## src/sv/skl_pkg.sv

```systemverilog
// Shared constants, codes and types of the keyed list.
package skl_pkg;

  // List depth and derived widths
  localparam int CAPACITY = 64;
  localparam int IDX_W = $clog2(CAPACITY);
  localparam int CNT_W = $clog2(CAPACITY + 1);

  // Field widths
  localparam int OP_W  = 3;
  localparam int POS_W = 7;
  localparam int ID_W  = 31;
  localparam int KEY_W = 37;
  localparam int ST_W  = 2;
  localparam int OUT_CNT_W = 7;

  // Width that holds both a position and a count
  localparam int CMP_W = (CNT_W > POS_W) ? CNT_W : POS_W;

  // Match encoder grouping
  localparam int GRP     = 8;
  localparam int GRP_W   = $clog2(GRP);
  localparam int NGRP    = (CAPACITY + GRP - 1) / GRP;
  localparam int PAD     = NGRP * GRP;

  // Operations
  localparam logic [OP_W-1:0] OP_INSERT = 3'd0;
  localparam logic [OP_W-1:0] OP_SEARCH = 3'd1;
  localparam logic [OP_W-1:0] OP_REMOVE = 3'd2;
  localparam logic [OP_W-1:0] OP_READ   = 3'd3;
  localparam logic [OP_W-1:0] OP_UPDATE = 3'd4;

  // Result status
  localparam logic [ST_W-1:0] ST_OK   = 2'd0;
  localparam logic [ST_W-1:0] ST_MISS = 2'd1;
  localparam logic [ST_W-1:0] ST_FULL = 2'd2;

  // Cell actions
  localparam logic [1:0] ACT_NOP = 2'd0;
  localparam logic [1:0] ACT_INS = 2'd1;
  localparam logic [1:0] ACT_DEL = 2'd2;
  localparam logic [1:0] ACT_WR  = 2'd3;

  // Command broadcast to every cell
  typedef struct packed {
    logic [1:0]       act;
    logic [IDX_W-1:0] pos;
    logic [CNT_W-1:0] count;
    logic [ID_W-1:0]  id;
    logic [KEY_W-1:0] key;
  } cell_cmd_t;

  // Outcome of the match scan
  typedef struct packed {
    logic             any;
    logic [IDX_W-1:0] first;
    logic [IDX_W-1:0] last;
  } enc_res_t;

endpackage

```

## src/sv/skl_cell.sv

```systemverilog
// One list entry: holds a record, compares its key, shifts with its neighbors.
module skl_cell (
  input  logic                        clk,
  input  logic [skl_pkg::IDX_W-1:0]   idx,
  input  skl_pkg::cell_cmd_t          cmd,
  input  logic [skl_pkg::ID_W-1:0]    prev_id,
  input  logic [skl_pkg::KEY_W-1:0]   prev_key,
  input  logic [skl_pkg::ID_W-1:0]    next_id,
  input  logic [skl_pkg::KEY_W-1:0]   next_key,
  output logic [skl_pkg::ID_W-1:0]    id,
  output logic [skl_pkg::KEY_W-1:0]   key,
  output logic                        match
);

  // Flag a live entry whose key equals the command key
  assign match = (key == cmd.key) && (skl_pkg::CNT_W'(idx) < cmd.count);

  // Shift up on insert, down on remove, or overwrite in place
  always_ff @(posedge clk) begin
    case (cmd.act)
      skl_pkg::ACT_INS: begin
        if (idx == cmd.pos) begin
          id  <= cmd.id;
          key <= cmd.key;
        end else if (idx > cmd.pos) begin
          id  <= prev_id;
          key <= prev_key;
        end
      end
      skl_pkg::ACT_DEL: begin
        if (idx >= cmd.pos) begin
          id  <= next_id;
          key <= next_key;
        end
      end
      skl_pkg::ACT_WR: begin
        if (idx == cmd.pos) begin
          id  <= cmd.id;
          key <= cmd.key;
        end
      end
      default: begin
      end
    endcase
  end

endmodule

```

## config.mk

```make
export PLATFORM = sky130hd
export DESIGN_NAME = skl_cell
export DESIGN_NICKNAME = d
export VERILOG_FILES = /design/src/sv/skl_pkg.sv /design/src/sv/skl_cell.sv
export SDC_FILE = /design/constraint.sdc
export NUM_CORES = 1
export LEC_CHECK = 0
export ABC_CLOCK_PERIOD_IN_PS = 13500
export BUFFER_PORTS_ARGS = -buffer_cell sky130_fd_sc_hd__clkbuf_2
export CAP_MARGIN = 20
export CORE_AREA = 2 2 114 116
export CTS_CLUSTER_DIAMETER = 80
export DETAILED_ROUTE_END_ITERATION = 10
export DIE_AREA = 0 0 116 118
export PLACE_DENSITY = 0.74
export SYNTH_ARGS = -nofsm -noshare
export SYNTH_HDL_FRONTEND = slang
export SYNTH_SLANG_ARGS = --single-unit
```

## constraint.sdc

```tcl
create_clock -name clk -period 13.5 [get_ports clk]
set_input_delay 2.7 -clock clk [delete_from_list [all_inputs] [get_ports clk]]
set_output_delay 2.7 -clock clk [all_outputs]
set_load 0.1 [all_outputs]
```

==> summary.md <==
| Metric | Value |
|---|---|
| Sequential share of power | 0.323 |
| Worst Setup End Kind | primary output |
| Psw | 394 uW |
| Chip width | 116 microns |
| Crit Path Class | input port to primary output |
| Number of vias in the routed layout | 4757 |
| WL per Instance | 16.3 microns |
| CP most frequent cell | clkbuf_2 |
| Dpl cells | 903 |
| CP required | 10.80 ns |
| Max-cap violation count | 0 |
| Status | completed |
| Switching Fraction | 0.445 |
| Vias in the first global route | 4756 |
| Minimum clock period | 7.12 ns |
| Sequential fraction of the synthesis area | 0.415 |
| Synth cell types | 29 |
| Total gr overflow | 0 |
| Synth area leaders | edfxtp_1 (42%), mux2i_1 (14%), a211oi_1 (10%), nor2b_1 (8.4%), a21oi_1 (7.5%) |
| Total of warnings raised by yosys | 0 |
| Syn Area/Cell | 10.5 sq um |
| Pin count of the biggest net entering global routing | 117 |
| Area growth from synthesis to layout | 37.0% |
| Clock Power Share | 0.259 |
| Num CTS Buffers | 9 |
| First-pass GRT wire length | 22.8 mm |
| IO buf count | 294 |
| Most frequent cells in the layout | clkbuf_2 (292), a21oi_1 (74), a211oi_1 (68), edfxtp_1 (68), mux2i_1 (67) |
| Hold Path Stages | 3 |
| Die Ht | 118 microns |
| DRC | 0 |
| Mapped Cells | 470 |
| Setup tns final | 0 ns |
| Internal power | 492 uW |
| Critical Path AT | 4.42 ns |
| Dpl hpwl | 11.6 mm |
| Core Util, Final | 0.543 |
| I/O pins | 295 |
| Peak supply drop | 0.0000627 V |
| TritonCTS Sinks | 68 |
| Share of cells above drive strength 1 | 0.422 |
| TritonCTS clock tree | yes |
| Final hold vios | 0 |
| Synthesized cell area | 0.00492 sq mm |
| Routability cong. | 0.843 |
| Leakage | 3.14 nW |
| Final wirelength | 15.0 mm |
| Htree depth | 3 |
| Power per cell area | 132 mW/mm^2 |
| Critical Path Max Stage Delay | 0.51 ns |
| Total power | 886 uW |
| Power share of the combinational group | 0.418 |
| Slowest stage cell, crit path | clkbuf_2 |
| Die ar. | 0.0137 sq mm |
| Vias per cell | 5.17 |
| FP Rows | 41 |
| Worst Setup Start Kind | input port |
| Filler Cells Inserted | 1151 |
| # diodes | 0 |
| Worst-path clk slew | 0.06 ns |
| Hold Path End | id[27]$_DFFE_PP_ |
| Fmax achieved | 141 MHz |
| # hold bufs at CTS | 0 |
| 1st-pass router iterations | 5 |
| Initial antenna violation count | 0 |
| Fin nets | 980 |
| Clock tree buffer depth | 2 |
| Leading area contributor after synthesis | edfxtp_1 |
| Pins over their slew limit | 0 |
| Tot GR Track Use | 0.213 |
| Placed Area | 0.00643 sq mm |
| Initial DRC count | 196 |
| Design Area, Final | 0.00674 sq mm |
| Synth Net Count | 707 |
| Critical path peak fanout | 2 |
| Slew at the pin closest to its max-slew limit | 0.971 ns |
| Post-route insts no fill | 920 |
| Core Area | 0.0124 sq mm |
| Initial Utilization | 0.396 |
| Final period utilization | 0.527 |
| Post-CTS Setup Inserts | 0 |
| Type of the tightest min-delay check | input port to register |
| Root Driver | clkbuf_16 |
| Worst hold path startpoint | cmd[64] |
| PostCTS Resize Cnt | 0 |
| Yosys top cell area share | 0.415 |
| Most common cell after layout, fill and taps aside | clkbuf_2 |
| Register bit count reported by yosys | 68 |
| Final ANT Viol Nets | 0 |
| Slew margin rel. | 0.351 |
| RSZ-0062 raised after global routing | false |
| CP Cell Sequence | clkbuf_2, ha_1, a21o_1, a21oi_1, o2111ai_1, nor4_1, clkbuf_2 |
| # setup viols final | 0 |
| Worst Setup SP | idx[4] |
[layout make-up]
class / count / area, sq um / share of cell area
Inverter: 13 / 48.8 / 0.00724
Timing Repair Buffer: 299 / 1530 / 0.227
Sequential cell: 68 / 2040 / 0.303
Clock inverter: 5 / 52.6 / 0.00780
Clock buffer: 11 / 233 / 0.0345
Multi-Input combinational cell: 352 / 2620 / 0.389
Tap cell: 172 / 215 / 0.0319
[cell usage after synthesis]
| master | number |
|---|---|
| nand4_1 | 2 |
| a21o_1 | 1 |
| clkbuf_1 | 15 |
| nor2_1 | 3 |
| nor2_4 | 1 |
| nand4_2 | 1 |
| nor4_1 | 9 |
| nand2_1 | 3 |
| nand4b_1 | 1 |
| a211oi_1 | 68 |
| o221ai_1 | 1 |
| or3_1 | 1 |
| o21ai_0 | 1 |
| buf_8 | 1 |
| a21oi_1 | 74 |
| a21boi_0 | 1 |
| buf_6 | 6 |
| and2b_1 | 1 |
| nor3_1 | 2 |
| inv_1 | 13 |
| mux2i_1 | 67 |
| ha_1 | 11 |
| o2111ai_1 | 1 |
| nor2b_1 | 66 |
| xor2_1 | 35 |
| xnor2_1 | 2 |
| edfxtp_1 | 68 |
| buf_4 | 1 |
| buf_2 | 14 |
[stage by stage]
step / hold WS, ns / setup slack [ns]
floorplan: 2.95 / 4.49
global placement: 3.06 / 6.33
detailed placement: 3.07 / 6.38
CTS: 2.73 / 6.38
global route: 2.75 / 6.30
finish: 2.74 / 6.38
[how the worst max path moves through the flow]
stage	end	slack, ns	depth (start not counted)
after global routing	match	6.30	7
after detailed placement	match	6.38	7
after global placement	match	6.33	6
after floorplan	match	4.49	6
final	match	6.38	7
after CTS	match	6.38	7
[worst max-delay path: cells and delay by family]
family / cells / cell delay, ns
AO/OA/AOI/OAI: 3 / 0.50
adder cells (fa/ha/maj): 1 / 0.31
buffers and inverters: 2 / 0.61
AND/OR/NAND/NOR: 1 / 0.29
[registers in the layout, summed over array words and instances (netlist names)]
name,flops
key,37
id,31
[power groups by stage]
stage | registers (mW) | clock network, mW | logic, mW
after floorplan | 0.502 | 0 | 0.0747
after global placement | 0.289 | 0 | 0.369
after detailed placement | 0.290 | 0 | 0.372
after CTS | 0.286 | 0.234 | 0.373
after global routing | 0.289 | 0.243 | 0.388
final | 0.286 | 0.229 | 0.371
[logic make-up after synthesis]
family	after synthesis	synth area share
flops	68	0.415
fa+ha+maj	11	0.0280
mux	67	0.136
xor+xnor	37	0.0659
compound gates	147	0.187
simple gates	90	0.114
buf+inv	50	0.0539
[per-layer routing]
| layer | share of wire | track usage |
|---|---|---|
| met1 | 0.38 | 0.222 |
| met2 | 0.53 | 0.405 |
| met3 | 0.065 | 0.0525 |
| met4 | 0.025 | 0.0737 |
| met5 | 0 | 0 |
Note: power is estimated with default switching activity, not from simulation.
