**config.mk**
```make
export PLATFORM = sky130hd
export DESIGN_NAME = skl_match_enc
export DESIGN_NICKNAME = d
export VERILOG_FILES = /design/src/sv/skl_pkg.sv /design/src/sv/skl_match_enc.sv
export SDC_FILE = /design/constraint.sdc
export NUM_CORES = 1
export LEC_CHECK = 0
export ABC_AREA = 1
export BUFFER_PORTS_ARGS = -buffer_cell sky130_fd_sc_hd__buf_4
export CORE_MARGIN = 2
export CORE_UTILIZATION = 30
export CTS_BUF_LIST = sky130_fd_sc_hd__clkbuf_16
export CTS_CLUSTER_DIAMETER = 60
export DETAILED_ROUTE_END_ITERATION = 10
export PLACE_DENSITY = 0.57
export SYNTH_ARGS = -nofsm -noshare
export SYNTH_HDL_FRONTEND = slang
export SYNTH_SLANG_ARGS = --single-unit
```
**constraint.sdc**
```tcl
create_clock -name clk -period 1.2 [get_ports clk]
set_input_delay 0.18 -clock clk [delete_from_list [all_inputs] [get_ports clk]]
set_output_delay 0.18 -clock clk [all_outputs]
set_load 0.01 [all_outputs]
```
**src/sv/skl_pkg.sv**
```systemverilog
// Shared constants, codes and types of the keyed list.
package skl_pkg;

  // List depth and derived widths
  localparam int CAPACITY = 64;
  localparam int IDX_W = $clog2(CAPACITY);
  localparam int CNT_W = $clog2(CAPACITY + 1);

  // Field widths
  localparam int OP_W  = 3;
  localparam int POS_W = 7;
  localparam int ID_W  = 31;
  localparam int KEY_W = 37;
  localparam int ST_W  = 2;
  localparam int OUT_CNT_W = 7;

  // Width that holds both a position and a count
  localparam int CMP_W = (CNT_W > POS_W) ? CNT_W : POS_W;

  // Match encoder grouping
  localparam int GRP     = 8;
  localparam int GRP_W   = $clog2(GRP);
  localparam int NGRP    = (CAPACITY + GRP - 1) / GRP;
  localparam int PAD     = NGRP * GRP;

  // Operations
  localparam logic [OP_W-1:0] OP_INSERT = 3'd0;
  localparam logic [OP_W-1:0] OP_SEARCH = 3'd1;
  localparam logic [OP_W-1:0] OP_REMOVE = 3'd2;
  localparam logic [OP_W-1:0] OP_READ   = 3'd3;
  localparam logic [OP_W-1:0] OP_UPDATE = 3'd4;

  // Result status
  localparam logic [ST_W-1:0] ST_OK   = 2'd0;
  localparam logic [ST_W-1:0] ST_MISS = 2'd1;
  localparam logic [ST_W-1:0] ST_FULL = 2'd2;

  // Cell actions
  localparam logic [1:0] ACT_NOP = 2'd0;
  localparam logic [1:0] ACT_INS = 2'd1;
  localparam logic [1:0] ACT_DEL = 2'd2;
  localparam logic [1:0] ACT_WR  = 2'd3;

  // Command broadcast to every cell
  typedef struct packed {
    logic [1:0]       act;
    logic [IDX_W-1:0] pos;
    logic [CNT_W-1:0] count;
    logic [ID_W-1:0]  id;
    logic [KEY_W-1:0] key;
  } cell_cmd_t;

  // Outcome of the match scan
  typedef struct packed {
    logic             any;
    logic [IDX_W-1:0] first;
    logic [IDX_W-1:0] last;
  } enc_res_t;

endpackage

```
**src/sv/skl_match_enc.sv**
```systemverilog
// Registered priority encoder over the cell match flags: first and last hit.
module skl_match_enc (
  input  logic                    clk,
  input  logic [skl_pkg::PAD-1:0] match,
  output skl_pkg::enc_res_t       res
);

  logic [skl_pkg::PAD-1:0]   match_q;
  logic [skl_pkg::NGRP-1:0]  grp_any, grp_any_q;
  logic [skl_pkg::GRP_W-1:0] grp_first   [skl_pkg::NGRP];
  logic [skl_pkg::GRP_W-1:0] grp_last    [skl_pkg::NGRP];
  logic [skl_pkg::GRP_W-1:0] grp_first_q [skl_pkg::NGRP];
  logic [skl_pkg::GRP_W-1:0] grp_last_q  [skl_pkg::NGRP];
  skl_pkg::enc_res_t         res_next;

  // Capture the flags
  always_ff @(posedge clk) begin
    match_q <= match;
  end

  // Encode each group of eight
  always_comb begin
    for (int g = 0; g < skl_pkg::NGRP; g++) begin
      grp_any[g]   = 1'b0;
      grp_first[g] = '0;
      grp_last[g]  = '0;
      for (int j = skl_pkg::GRP - 1; j >= 0; j--) begin
        if (match_q[g * skl_pkg::GRP + j]) grp_first[g] = skl_pkg::GRP_W'(j);
      end
      for (int j = 0; j < skl_pkg::GRP; j++) begin
        if (match_q[g * skl_pkg::GRP + j]) begin
          grp_last[g] = skl_pkg::GRP_W'(j);
          grp_any[g]  = 1'b1;
        end
      end
    end
  end

  always_ff @(posedge clk) begin
    grp_any_q   <= grp_any;
    grp_first_q <= grp_first;
    grp_last_q  <= grp_last;
  end

  // Combine the groups
  always_comb begin
    res_next.any   = |grp_any_q;
    res_next.first = '0;
    res_next.last  = '0;
    for (int g = skl_pkg::NGRP - 1; g >= 0; g--) begin
      if (grp_any_q[g]) begin
        res_next.first = skl_pkg::IDX_W'(g * skl_pkg::GRP + int'(grp_first_q[g]));
      end
    end
    for (int g = 0; g < skl_pkg::NGRP; g++) begin
      if (grp_any_q[g]) begin
        res_next.last = skl_pkg::IDX_W'(g * skl_pkg::GRP + int'(grp_last_q[g]));
      end
    end
  end

  always_ff @(posedge clk) begin
    res <= res_next;
  end

endmodule

```
==> results.env <==
CRITICAL-PATH-TOP-CELL-BY-COUNT='sky130_fd_sc_hd__nand2_1'
WORST-SETUP-PATH-TYPE='reg -> reg'
CP.BUFFERS_INVERTERS=2
WORST_SETUP_HOLD_PATH_CLK_SLEW_PS=60
DRT_ITER0_DRCS=97
FIN_SETUP_TNS_PS=0
TOTAL_DIE_AREA_UM2=15100
FINAL-SETUP-VIOL-COUNT=0
ACTUAL_TRANSITION_AT_THE_WORST_MAX_TRANSITION_PIN_PS=280
RSZ0062_AT_GRT='no'
FINALPOWER_mW=10.7
NUMBER_OF_FLOPS_MAPPED_TO_ENABLE_CELLS_BY_YOSYS=0
GR-TOTAL-OVERFLOW=0
NUMBER_OF_MAX_CAP_VIOLATIONS=0
TOTALWIRELENGTH_UM=8670
MIN_FROM='match_q[40]$_DFF_P_'
FINALCRITPERIODSHARE_PCT=90.8
ANTENNA_CELLS_INSERTED=0
DRT.ANTENNA.VIOLATING_NETS=0
SKEW_PS=10.8
SYNTH-SEQ-CELLS=133
IR_WORST_VDD_mV=1.02
YS_TOP_CELLS_BY_COUNT='133 x sky130_fd_sc_hd__dfxtp_1, 96 x sky130_fd_sc_hd__nand2_1, 84 x sky130_fd_sc_hd__nor2_1'
SYNTH-SEQ-AREA-SHARE_PCT=62.9
CRIT_PATH_MAX_INCR_DELAY_PS=350
ACHIEVABLE-FREQUENCY_MHz=918
SYNTH_WARNINGS=0
CTS.SINKS=133
DRC_ERRORS=0
PLACEMENT.CELL_AREA_UM2=5010
CTS_INSERTED_BUFFERS=17
PORT_BUFFERS=77
RELSLEWSLACK_PCT=81.2
SYNTHARSTFLOPSHARE_PCT=0
SYNTHDISTINCTLIBCELLS=24
CELLS_ALONG_THE_CRITICAL_PATH='buf_12 > inv_8 > nand3_2 > nand2_1 > nand2_1 > nand2_1 > nand2_1 > nand2_1 > nand2_1 > nand2_1'
DRIVE_ABOVE_1_SHARE_PCT=20.3
TIMING.FINAL.HOLD_VIOLATIONS=0
CTSLONGESTPATHBUFFERS=2
SEQ_AREA_UM2=2670
POST-DP-HPWL_UM=6090
START_KIND='flop'
INITIAL_UTIL_PCT=30.6
FLOW.AREA_GROWTH_FROM_SYNTHESIS_PCT=48.2
GRT_START_MAX_NET_PINS=17
TIMING.CRITICAL_PATH.FROM='grp_any_q[2]$_SDFF_PP1_'
PATH_MAX_FANOUT=8
DIE_HEIGHT_UM=123
POST-SYNTH-TOP-AREA-CELL='sky130_fd_sc_hd__dfxtp_1'
CORE-AREA_UM2=13800
MAPPEDNETLISTAREA_UM2=4230
SLEW_VIOL_FINAL=0
FINALWORSTPATHREQUIREDPERIOD_PS=1090
TRITONCTS='done'
FP-ROW-COUNT=43
FINAL.FILL_COUNT=1344
HTREEDEPTH=4
NUM_VIAS=3374
CTS_ROOT_BUF='sky130_fd_sc_hd__clkbuf_16'
STATUS='finished, final reports clean'
SYN_INST=475
FINAL_INSTANCE_AREA_UM2=6270
ANTENNA_VIOLATIONS_BEFORE_REPAIR=0
CRITICAL-PATH-TOP-DELAY-FAMILY='simple AND/OR/NAND/NOR gates'
DIEWIDTH_UM=123
POWER_PER_CELL_AREA_nW_PER_UM2=1700
POWER_LEAKAGE_nW=2.88
ROUTABILITYCONGESTION=0.827
VIA_PER_INST=4.09
HOLDCRITPATHCLASS='reg -> reg'
SYNTH_AREA_PER_CELL_UM2=8.91
FIRST_GLOBAL_VIAS=3245
IO_PINS=78
FIRST_PASS_ITERS=4
RR_STARTPOINT='grp_any_q[2]$_SDFF_PP1_'
POSTSYNTH.TOPFLOPCELL='sky130_fd_sc_hd__dfxtp_1'
NETS=698
YOSYSMOSTFREQUENTCELL='sky130_fd_sc_hd__dfxtp_1'
GLOBAL_ROUTE.USAGE.TOTAL_PCT=12.1
WORST-ENDPOINT-REQUIRED_PS=1510
ROUTED_LENGTH_PER_PLACED_INSTANCE_UM=10.5
SYNTH_AREA_LEADERS='sky130_fd_sc_hd__dfxtp_1 63%, sky130_fd_sc_hd__nand2_1 8.5%, sky130_fd_sc_hd__nor2_1 7.5%, sky130_fd_sc_hd__a21oi_1 4.9%, sky130_fd_sc_hd__inv_1 4.2%'
SYNTHESIS.NETS=540
DATA_ARRIVAL_TIME_OF_THE_CRITICAL_PATH_PS=1400
GRT_FIRST_PASS_WIRELENGTH_UM=13800
SYNTH_LARGEST_TYPE_AREA_FRACTION_PCT=62.9
CRIT_PATH_END_KIND='flop'
SLOWEST_STAGE='sky130_fd_sc_hd__dfxtp_1'
CLKLATENCYLATEPIN_PS=410
MULTI_INPUT_AREA_UM2=1280
## cell type report
class                   instances  area share, %
multi-input cells             282           20.5
well taps                     180           3.59
clock buffers                  17           6.79
repair buffers                146           20.2
flip-flops and latches        133           42.5
inverters                      53           3.37
clock inverters                14           2.97
## placed cells by master (no fill, tap or decap), types with 5 or more instances in the layout
cell type / n
sky130_fd_sc_hd__a21oi_1: 41
sky130_fd_sc_hd__buf_4: 81
sky130_fd_sc_hd__dfxtp_1: 129
sky130_fd_sc_hd__inv_1: 49
sky130_fd_sc_hd__nand2_1: 96
sky130_fd_sc_hd__nor3_1: 6
sky130_fd_sc_hd__o21bai_1: 8
sky130_fd_sc_hd__nand3_1: 5
sky130_fd_sc_hd__o21ai_0: 16
sky130_fd_sc_hd__clkbuf_16: 17
sky130_fd_sc_hd__nand3_2: 6
sky130_fd_sc_hd__dlygate4sd3_1: 64
sky130_fd_sc_hd__nor2_1: 84
## metal layers
| layer | global-route usage, % | up-vias | routed length, µm |
|---|---|---|---|
| li1 | - | 1811 | - |
| met1 | 14.3 | 1486 | 4130 |
| met2 | 19.4 | 69 | 4040 |
| met3 | 4.09 | 8 | 392 |
| met4 | 6.54 | 0 | 110 |
| met5 | 0 | - | 0 |
## power by group
group	leakage [nW]	internal (mW)	total [mW]	switching, mW
sequential	1.11	4.63	4.75	0.122
clock	0.300	3.45	5.33	1.88
combinational	1.47	0.381	0.587	0.206
## cell families after synthesis
group / after synthesis / synth area share (%)
compound gates: 76 / 10.0
buf+inv: 60 / 6.68
flops: 133 / 62.9
simple gates: 206 / 20.3
## stage by stage
step                util [%]  hold WS [ps]  setup slack (ps)  instances
floorplan                  -           208               234        475
global placement        36.3           285              66.4        730
detailed placement      36.3           286              39.5        730
CTS                     45.3           379              16.9        825
global route            45.3           389              3.63        825
finish                  45.3           401               111        825
## flip-flops by register name (all words and copies together), names as in the netlist
name and cells:
grp_last_q 24, res 13, grp_any_q 8, grp_first_q 24, match_q 64
## final timing paths
check	depth (start not counted)	slack [ps]	end
setup / recovery	10	110	res[1]$_DFF_P_
hold / removal	1	400	grp_first_q[6]$_SDFF_PP0_
setup reg to reg	10	110	res[1]$_DFF_P_
hold reg to reg	1	400	grp_first_q[6]$_SDFF_PP0_
## timing repair
action | 4_1_cts | 5_1_grt
hold buffers | 64 | 0
hold endpoints to repair | 64 | 0
endpoints found under the setup margin | 0 | 6
setup buffers | 0 | 0
resized for setup | 0 | 4
Power figures use the tool's default switching activity.
